<file path="src/hw/rtl/key_matrix_debounce_note_mapper_assert.svh">
// Assertion macros for the key matrix debounce and note mapper.
`ifndef KEY_MATRIX_DEBOUNCE_NOTE_MAPPER_ASSERT_SVH
`define KEY_MATRIX_DEBOUNCE_NOTE_MAPPER_ASSERT_SVH

`ifndef SYNTHESIS

// Clocked check that is switched off while reset is applied.
`define KMDNM_ASSERT(lbl, prop, msg) \
	lbl: assert property (@(posedge clk) disable iff (!arst_n) prop) else $error(msg);

// Clocked check that also holds while reset is applied.
`define KMDNM_ASSERT_RST(lbl, prop, msg) \
	lbl: assert property (@(posedge clk) prop) else $error(msg);

`else

`define KMDNM_ASSERT(lbl, prop, msg)
`define KMDNM_ASSERT_RST(lbl, prop, msg)

`endif

`endif

</file>
<file path="src/hw/rtl/kmdnm_pkg.sv">
// Package with the item types, register indexes and constants of the note mapper.
`timescale 1ns / 1ps

package kmdnm_pkg;

	localparam int CFG_IDX_W  = 3;
	localparam int CFG_DATA_W = 8;

	typedef enum logic [CFG_IDX_W-1:0] {
		CFG_MIDI_CHANNEL  = 3'd0,
		CFG_ROOT_NOTE     = 3'd1,
		CFG_TRANSPOSE     = 3'd2,
		CFG_OCTAVE_SHIFT  = 3'd3,
		CFG_LAYER_OFFSET  = 3'd4,
		CFG_DEBOUNCE_TIME = 3'd5
	} cfg_reg_e;

	localparam logic [3:0] STATUS_NOTE_ON  = 4'h9;
	localparam logic [3:0] STATUS_NOTE_OFF = 4'h8;

	localparam logic [6:0] ROOT_NOTE_RESET = 7'd36;
	localparam logic [7:0] DEBOUNCE_RESET  = 8'd8;

	localparam int VEL_SCALE = 107;
	localparam int VEL_DIV   = 1023;
	localparam int VEL_BASE  = 20;
	localparam int NOTE_MAX  = 127;

	typedef struct packed {
		logic [2:0]  key_row;
		logic [2:0]  key_col;
		logic        key_down;
		logic [31:0] now_ms;
		logic [9:0]  velocity_adc;
	} key_sample_t;

	typedef struct packed {
		logic [7:0] status_byte;
		logic [6:0] note_number;
		logic [6:0] note_velocity;
	} midi_msg_t;

endpackage

</file>
<file path="src/hw/rtl/key_matrix_debounce_note_mapper.sv">
// Key matrix debounce and MIDI note-on/note-off mapper, top level.
//
// Usage: key samples enter on the key channel (key_valid, key_stall, key_sample).
// Each item is one raw sample of one key with its millisecond time stamp and
// velocity reading. A sample that differs from the debounced state of its key,
// arriving strictly more than the debounce time after that key's last change,
// flips the state and yields one MIDI item on the midi channel (midi_valid,
// midi_stall, midi_msg). Any other sample yields nothing.
// Pipeline: the per-key memory is read at the edge that accepts an item, and the
// decision and note mapping then load the output register, from which the
// receiver takes the item. One item is taken every cycle while the key channel
// does not stall.
// The key channel stalls only when an item that produces a message finds the
// output register full and the receiver stalling it; items that produce no
// message pass through regardless.
// Reset releases all keys, clears every last-change time to zero through a
// per-key written flag, and loads the register defaults; no clearing pass is
// needed. Configuration is written through cfg_wr_en, cfg_index and cfg_data
// while the block is idle.
`timescale 1ns / 1ps

module key_matrix_debounce_note_mapper #(
	parameter int KEY_COUNT = 64
) (
	input  logic                                clk,
	input  logic                                arst_n,
	input  logic                                cfg_wr_en,
	input  logic [kmdnm_pkg::CFG_IDX_W-1:0]     cfg_index,
	input  logic [kmdnm_pkg::CFG_DATA_W-1:0]    cfg_data,
	input  logic                                key_valid,
	output logic                                key_stall,
	input  kmdnm_pkg::key_sample_t              key_sample,
	output logic                                midi_valid,
	input  logic                                midi_stall,
	output kmdnm_pkg::midi_msg_t                midi_msg
);
	import kmdnm_pkg::*;

	localparam int         KW        = (KEY_COUNT > 1) ? $clog2(KEY_COUNT) : 1;
	localparam logic [8:0] KEY_LIMIT = 9'(KEY_COUNT);

	// Configuration registers
	logic [3:0]        midi_channel_q;
	logic [6:0]        root_note_q;
	logic signed [5:0] transpose_q;
	logic signed [2:0] octave_q;
	logic [6:0]        layer_offset_q;
	logic [7:0]        debounce_q;

	// Per-key state: each memory word holds the debounced flag above the last-change time.
	logic [KEY_COUNT-1:0] written_q;
	logic [32:0]          key_mem [KEY_COUNT];

	// Stage one and output stage
	logic        valid_s1;
	key_sample_t sample_s1;
	logic [32:0] mem_rd_s1;
	logic        byp_hit_s1;
	logic [32:0] byp_word_s1;
	logic        note_valid_s2;
	midi_msg_t   note_s2;

	logic [5:0]    key_in;
	logic [KW-1:0] addr_in;
	logic [5:0]    key_s1;
	logic [KW-1:0] addr_s1;
	logic          in_range_s1;
	logic [32:0]   last_word;
	logic [31:0]   last_time;
	logic          last_down;
	logic [31:0]   elapsed;
	logic          changed;
	logic          gap_ok;
	logic          emit;
	logic          out_free;
	logic          adv;
	logic          accept;
	logic          commit;

	logic [16:0]        vel_prod;
	logic [6:0]         vel_q0;
	logic [16:0]        vel_rem;
	logic [6:0]         vel_quot;
	logic signed [9:0]  oct_ext;
	logic signed [9:0]  note_sum;
	logic [6:0]         note_clamped;
	midi_msg_t          result;

	// Configuration writes
	always_ff @(posedge clk or negedge arst_n) begin
		if (!arst_n) begin
			midi_channel_q <= '0;
			root_note_q    <= ROOT_NOTE_RESET;
			transpose_q    <= '0;
			octave_q       <= '0;
			layer_offset_q <= '0;
			debounce_q     <= DEBOUNCE_RESET;
		end else if (cfg_wr_en) begin
			unique case (cfg_index)
				CFG_MIDI_CHANNEL:  midi_channel_q <= cfg_data[3:0];
				CFG_ROOT_NOTE:     root_note_q    <= cfg_data[6:0];
				CFG_TRANSPOSE:     transpose_q    <= signed'(cfg_data[5:0]);
				CFG_OCTAVE_SHIFT:  octave_q       <= signed'(cfg_data[2:0]);
				CFG_LAYER_OFFSET:  layer_offset_q <= cfg_data[6:0];
				CFG_DEBOUNCE_TIME: debounce_q     <= cfg_data;
				default: ;
			endcase
		end
	end

	assign key_in  = {key_sample.key_row, key_sample.key_col};
	assign addr_in = KW'(key_in);
	assign key_s1  = {sample_s1.key_row, sample_s1.key_col};
	assign addr_s1 = KW'(key_s1);
	assign in_range_s1 = {3'b000, key_s1} < KEY_LIMIT;

	// An entry written at the edge that loaded stage one is not yet in the read data.
	always_comb begin
		if (byp_hit_s1) begin
			last_word = byp_word_s1;
		end else if (written_q[addr_s1]) begin
			last_word = mem_rd_s1;
		end else begin
			last_word = '0;
		end
	end

	assign last_time = last_word[31:0];
	assign last_down = last_word[32];
	assign elapsed = sample_s1.now_ms - last_time;
	assign changed = sample_s1.key_down != last_down;
	assign gap_ok  = elapsed > 32'(debounce_q);
	assign emit    = valid_s1 && in_range_s1 && changed && gap_ok;

	assign out_free  = !note_valid_s2 || !midi_stall;
	assign adv       = valid_s1 && (!emit || out_free);
	assign key_stall = valid_s1 && !adv;
	assign accept    = key_valid && !key_stall;
	assign commit    = adv && emit;

	// Velocity: the quotient by 1023 is the top bits or one more, fixed by one compare.
	always_comb begin
		vel_prod = 17'(sample_s1.velocity_adc) * 17'(VEL_SCALE);
		vel_q0   = vel_prod[16:10];
		vel_rem  = vel_prod - ((17'(vel_q0) << 10) - 17'(vel_q0));
		vel_quot = vel_q0 + 7'(vel_rem >= 17'(VEL_DIV));
	end

	always_comb begin
		oct_ext  = 10'(octave_q);
		note_sum = signed'(10'(root_note_q)) + signed'(10'(key_s1))
			+ 10'(transpose_q) + (oct_ext <<< 3) + (oct_ext <<< 2)
			+ signed'(10'(layer_offset_q));
		if (note_sum < 10'sd0) begin
			note_clamped = '0;
		end else if (note_sum > 10'(NOTE_MAX)) begin
			note_clamped = 7'(NOTE_MAX);
		end else begin
			note_clamped = note_sum[6:0];
		end
	end

	always_comb begin
		result.note_number = note_clamped;
		if (sample_s1.key_down) begin
			result.status_byte   = {STATUS_NOTE_ON, midi_channel_q};
			result.note_velocity = vel_quot + 7'(VEL_BASE);
		end else begin
			result.status_byte   = {STATUS_NOTE_OFF, midi_channel_q};
			result.note_velocity = '0;
		end
	end

	// Per-key memory
	always_ff @(posedge clk) begin
		if (commit) begin
			key_mem[addr_s1] <= {sample_s1.key_down, sample_s1.now_ms};
		end
		if (accept) begin
			mem_rd_s1 <= key_mem[addr_in];
		end
	end

	// Stage one control and per-key written flags
	always_ff @(posedge clk or negedge arst_n) begin
		if (!arst_n) begin
			valid_s1   <= 1'b0;
			byp_hit_s1 <= 1'b0;
			written_q  <= '0;
		end else begin
			if (accept) begin
				valid_s1   <= 1'b1;
				byp_hit_s1 <= commit && (key_s1 == key_in);
			end else if (adv) begin
				valid_s1   <= 1'b0;
				byp_hit_s1 <= 1'b0;
			end
			if (commit) begin
				written_q[addr_s1] <= 1'b1;
			end
		end
	end

	always_ff @(posedge clk) begin
		if (accept) begin
			sample_s1   <= key_sample;
			byp_word_s1 <= {sample_s1.key_down, sample_s1.now_ms};
		end
	end

	// Output register
	always_ff @(posedge clk or negedge arst_n) begin
		if (!arst_n) begin
			note_valid_s2 <= 1'b0;
		end else if (out_free) begin
			note_valid_s2 <= commit;
		end
	end

	always_ff @(posedge clk) begin
		if (commit) begin
			note_s2 <= result;
		end
	end

	assign midi_valid = note_valid_s2;
	assign midi_msg   = note_s2;

`include "key_matrix_debounce_note_mapper_assert.svh"

	`KMDNM_ASSERT(a_off_has_zero_velocity, midi_valid |-> (midi_msg.status_byte[4] == (midi_msg.note_velocity != 7'd0)), "note-off must carry zero velocity and note-on a nonzero one")
	`KMDNM_ASSERT(a_status_high_nibble, midi_valid |-> (midi_msg.status_byte[7:5] == 3'b100), "status byte is neither note-on nor note-off")
	`KMDNM_ASSERT(a_stall_only_on_full_output, key_stall |-> (valid_s1 && note_valid_s2 && midi_stall && emit), "key channel stalled without a blocked message")
	`KMDNM_ASSERT(a_commit_records_key, commit |=> (note_valid_s2 && written_q[$past(addr_s1)]), "accepted change was not recorded")
	`KMDNM_ASSERT_RST(a_idle_never_stalls, !valid_s1 |-> !key_stall, "key channel stalled while stage one is empty")

endmodule
</file>
<file path="config.mk">
export PLATFORM = sky130hd
export DESIGN_NAME = key_matrix_debounce_note_mapper
export DESIGN_NICKNAME = d
export VERILOG_FILES = /design/src/hw/rtl/kmdnm_pkg.sv /design/src/hw/rtl/key_matrix_debounce_note_mapper.sv
export VERILOG_INCLUDE_DIRS = /design/src /design/src/hw/rtl
export SDC_FILE = /design/constraint.sdc
export NUM_CORES = 2
export LEC_CHECK = 0
export ABC_AREA = 1
export BUFFER_PORTS_ARGS = -buffer_cell sky130_fd_sc_hd__buf_2
export CAP_MARGIN = 10
export CORE_AREA = 5 5 499 501
export DETAILED_ROUTE_END_ITERATION = 16
export DIE_AREA = 0 0 504 506
export PLACE_DENSITY = 0.56
export SLEW_MARGIN = 15
export SYNTH_ARGS = -nofsm -noshare
export SYNTH_HDL_FRONTEND = slang
export SYNTH_SLANG_ARGS = --single-unit
export TNS_END_PERCENT = 5
</file>
<file path="constraint.sdc">
create_clock -name clk -period 11.4 [get_ports clk]
set_clock_uncertainty 0.15 [all_clocks]
set_input_delay 0.57 -clock clk [delete_from_list [all_inputs] [get_ports clk]]
set_output_delay 0.57 -clock clk [all_outputs]
set_load 0.1 [all_outputs]
</file>
==> flow_summary.json <==
{
  "gp_congestion": 0.878,
  "setup_viol": 0,
  "clkTransAtPathRegs_ns": 0.06,
  "fin_crit_ns": 8.97,
  "rows": 182,
  "cts-htree-levels": 4,
  "yosysTopAreaCell": "edfxtp_1",
  "clock-sinks": 2348,
  "final_area_sq_um": 110000,
  "p_per_area_nw_per_um2": 188,
  "grt_pass1_vias": 61999,
  "place_hpwl_um": 170000,
  "hold_class": "in2async",
  "nNetsFinal": 8130,
  "maxSlewViolCount": 0,
  "peakVddDrop_mv": 0.192,
  "cpMostUsedCell": "nand2_1",
  "die_area_sq_um": 255000,
  "rsz0062_at_grt": "false",
  "drive_gt1_share_pct": 8.45,
  "die_h_um": 506,
  "initial_core_util_pct": 39.7,
  "netlist.area_leader.share_pct": 69.5,
  "slowest_delay_ns": 1.04,
  "hold_viol": 0,
  "overflow": 0,
  "synthTopCellsByArea": "edfxtp_1 (69%), o21ai_0 (7.7%), nor2_1 (6.1%)",
  "clkLatencyLatePin_ns": 0.90,
  "status": "complete, no violations",
  "fmax_mhz": 111,
  "grt_usage_pct": 22.8,
  "wl_per_cell_um": 26.4,
  "vias_per_cell": 5.70,
  "antenna_found_initial": 18,
  "cts_buffer_depth": 3,
  "synth.most_common_cell": "edfxtp_1",
  "netlist_instances": 7867,
  "drt_iter0_drc": 7508,
  "die_x_um": 504,
  "yosysSeqAreaShare_pct": 72.1,
  "post_cts_resized": 0,
  "wl_um": 299000,
  "ys.flop_type": "edfxtp_1",
  "tightest_slew_ns": 1.23,
  "grt_first_pass_wirelength_um": 434000,
  "max_cap_violations": 0,
  "cts_hold_buf": 58,
  "cts_made_buffers": 230,
  "place_area_sq_um": 102000,
  "yosys_register_bits": 2348,
  "drtPass1Iterations": 8,
  "fill_cells": 21970,
  "netlist_area_sq_um": 97100,
  "synth-edff-count": 2246,
  "ys_top_cells_by_count": "edfxtp_1 (2246), nor2_1 (1572), o21ai_0 (1485)",
  "end_kind": "flop",
  "grt_max_degree": 178,
  "place_ws_ns": 2.32,
  "setup_tns_ns": 0,
  "syn_to_final_growth_pct": 13.0,
  "postRouteAntennaNets": 0,
  "drc": 0,
  "final_core_util_pct": 44.9,
  "synth.distinct_cells": 45,
  "via_count": 64541,
  "placement.io_buffers": 85,
  "fin_ws_ns": 2.43,
  "required_ns": 11.81,
  "root_buffer": "clkbuf_16",
  "critPathBufInv": 4,
  "worstPathArrival_ns": 9.38,
  "ys_warn_count": 0,
  "cp_max_fo": 37,
  "core_sq_um": 244000,
  "ys_async_sr_fraction_pct": 4.34,
  "cts_tree": "done",
  "avgSynthCellArea_sq_um": 12.3,
  "cp-start-kind": "flop",
  "slew_headroom_pct": 18.3,
  "io-pin-count": 89,
  "cpLargestDelayFamily": "simple AND/OR/NAND/NOR gates",
  "fin_hold_ws_ns": 0.0809,
  "crit_type": "reg2reg",
  "cp_slowest_cell": "edfxtp_1",
  "fin_crit_sh_pct": 78.7,
  "power_leakage_nw": 36.7,
  "post_cts_buffers": 0
}
## cell type report
class	count	area, sq um	area share, %
Tap cell	3220	4030	3.67
Clock inverter	141	1450	1.32
Multi-Input combinational cell	4746	24600	22.4
Timing Repair Buffer	311	2540	2.32
Inverter	267	1040	0.945
Sequential cell	2348	70000	63.8
Clock buffer	289	6060	5.53
Antenna cell	4	10.0	0.00912
## state kept, by name, summed over array words and instances, names as in the netlist
signal	count
key_mem	2112
midi_msg	19
mem_rd_s1	33
sample_s1	43
midi_channel_q	4
valid_s1	1
root_note_q	7
layer_offset_q	7
written_q	64
midi_valid	1
transpose_q	6
byp_word_s1	33
byp_hit_s1	1
addr_s1	6
octave_q	3
debounce_q	8
## metrics by stage
step	std cells	total power, mW
after detailed placement	10831	13.2
after global placement	10830	13.1
after CTS	11319	20.8
after global routing	11323	21.5
after floorplan	7868	12.2
final	11326	20.6
## worst reg2reg max path: cells and delay by family, from the launching register on
family	cells	cell delay, ns
buf+inv	4	1.70
compound gates	1	0.09
xor+xnor	1	0.16
simple gates	30	4.62
fa+ha+maj	3	0.91
flops	1	1.04
## cells by family (layout without fill, tap and decap cells)
family	Yosys count	after routing	synth area share [%]
adder cells (fa/ha/maj)	161	161	2.36
buffers and inverters	774	1008	3.10
AO/OA/AOI/OAI	2318	2318	13.2
AND/OR/NAND/NOR	2221	2221	8.85
XOR/XNOR	43	43	0.388
other	2	7	0.00774
flip-flops	2348	2348	72.1
## where the power goes
group / leakage [nW] / switching (mW) / internal [mW]
sequential: 21.5 / 0.0756 / 9.65
clock: 3.63 / 3.29 / 4.33
combinational: 11.6 / 2.28 / 1.01
## cells in the final DEF, fill, tap and decap left out, drive strengths merged, types with 45 or more instances in the layout
cell type / synthesis / final
nand3: 58 / 58
buf: 51 / 252
inv: 266 / 272
o21ai: 1494 / 1494
edfxtp: 2246 / 2246
clkinv: 1 / 101
o32ai: 45 / 45
a21oi: 75 / 75
nor2: 1572 / 1572
o22ai: 648 / 648
ha: 124 / 124
dfrtp: 99 / 99
dlygate4sd3: 0 / 58
nand2: 529 / 529
clkbuf: 456 / 290
## layer usage
layer  track usage, %  wire length [um]  vias up
met5                0                31        -
met4             8.46             11800        4
met3             3.53             23400      467
met2             36.5            139000     2643
met1             31.6            125000    32596
li1                 -                 -    28831
## worst paths after layout
kind	start	end	slack [ns]	depth (start not counted)
max	addr_s1[0]	key_mem[42][7]	2.43	39
min	arst_n	debounce_q[3]	0.08	2
max reg2reg	addr_s1[0]	key_mem[42][7]	2.43	39
min reg2reg	written_q[10]	written_q[10]	0.30	2
max in group asynchronous	arst_n	midi_channel_q[3]	9.66	3
min in group clk	cfg_wr_en	midi_channel_q[0]	0.10	5
(Power assumes the default switching activity.)
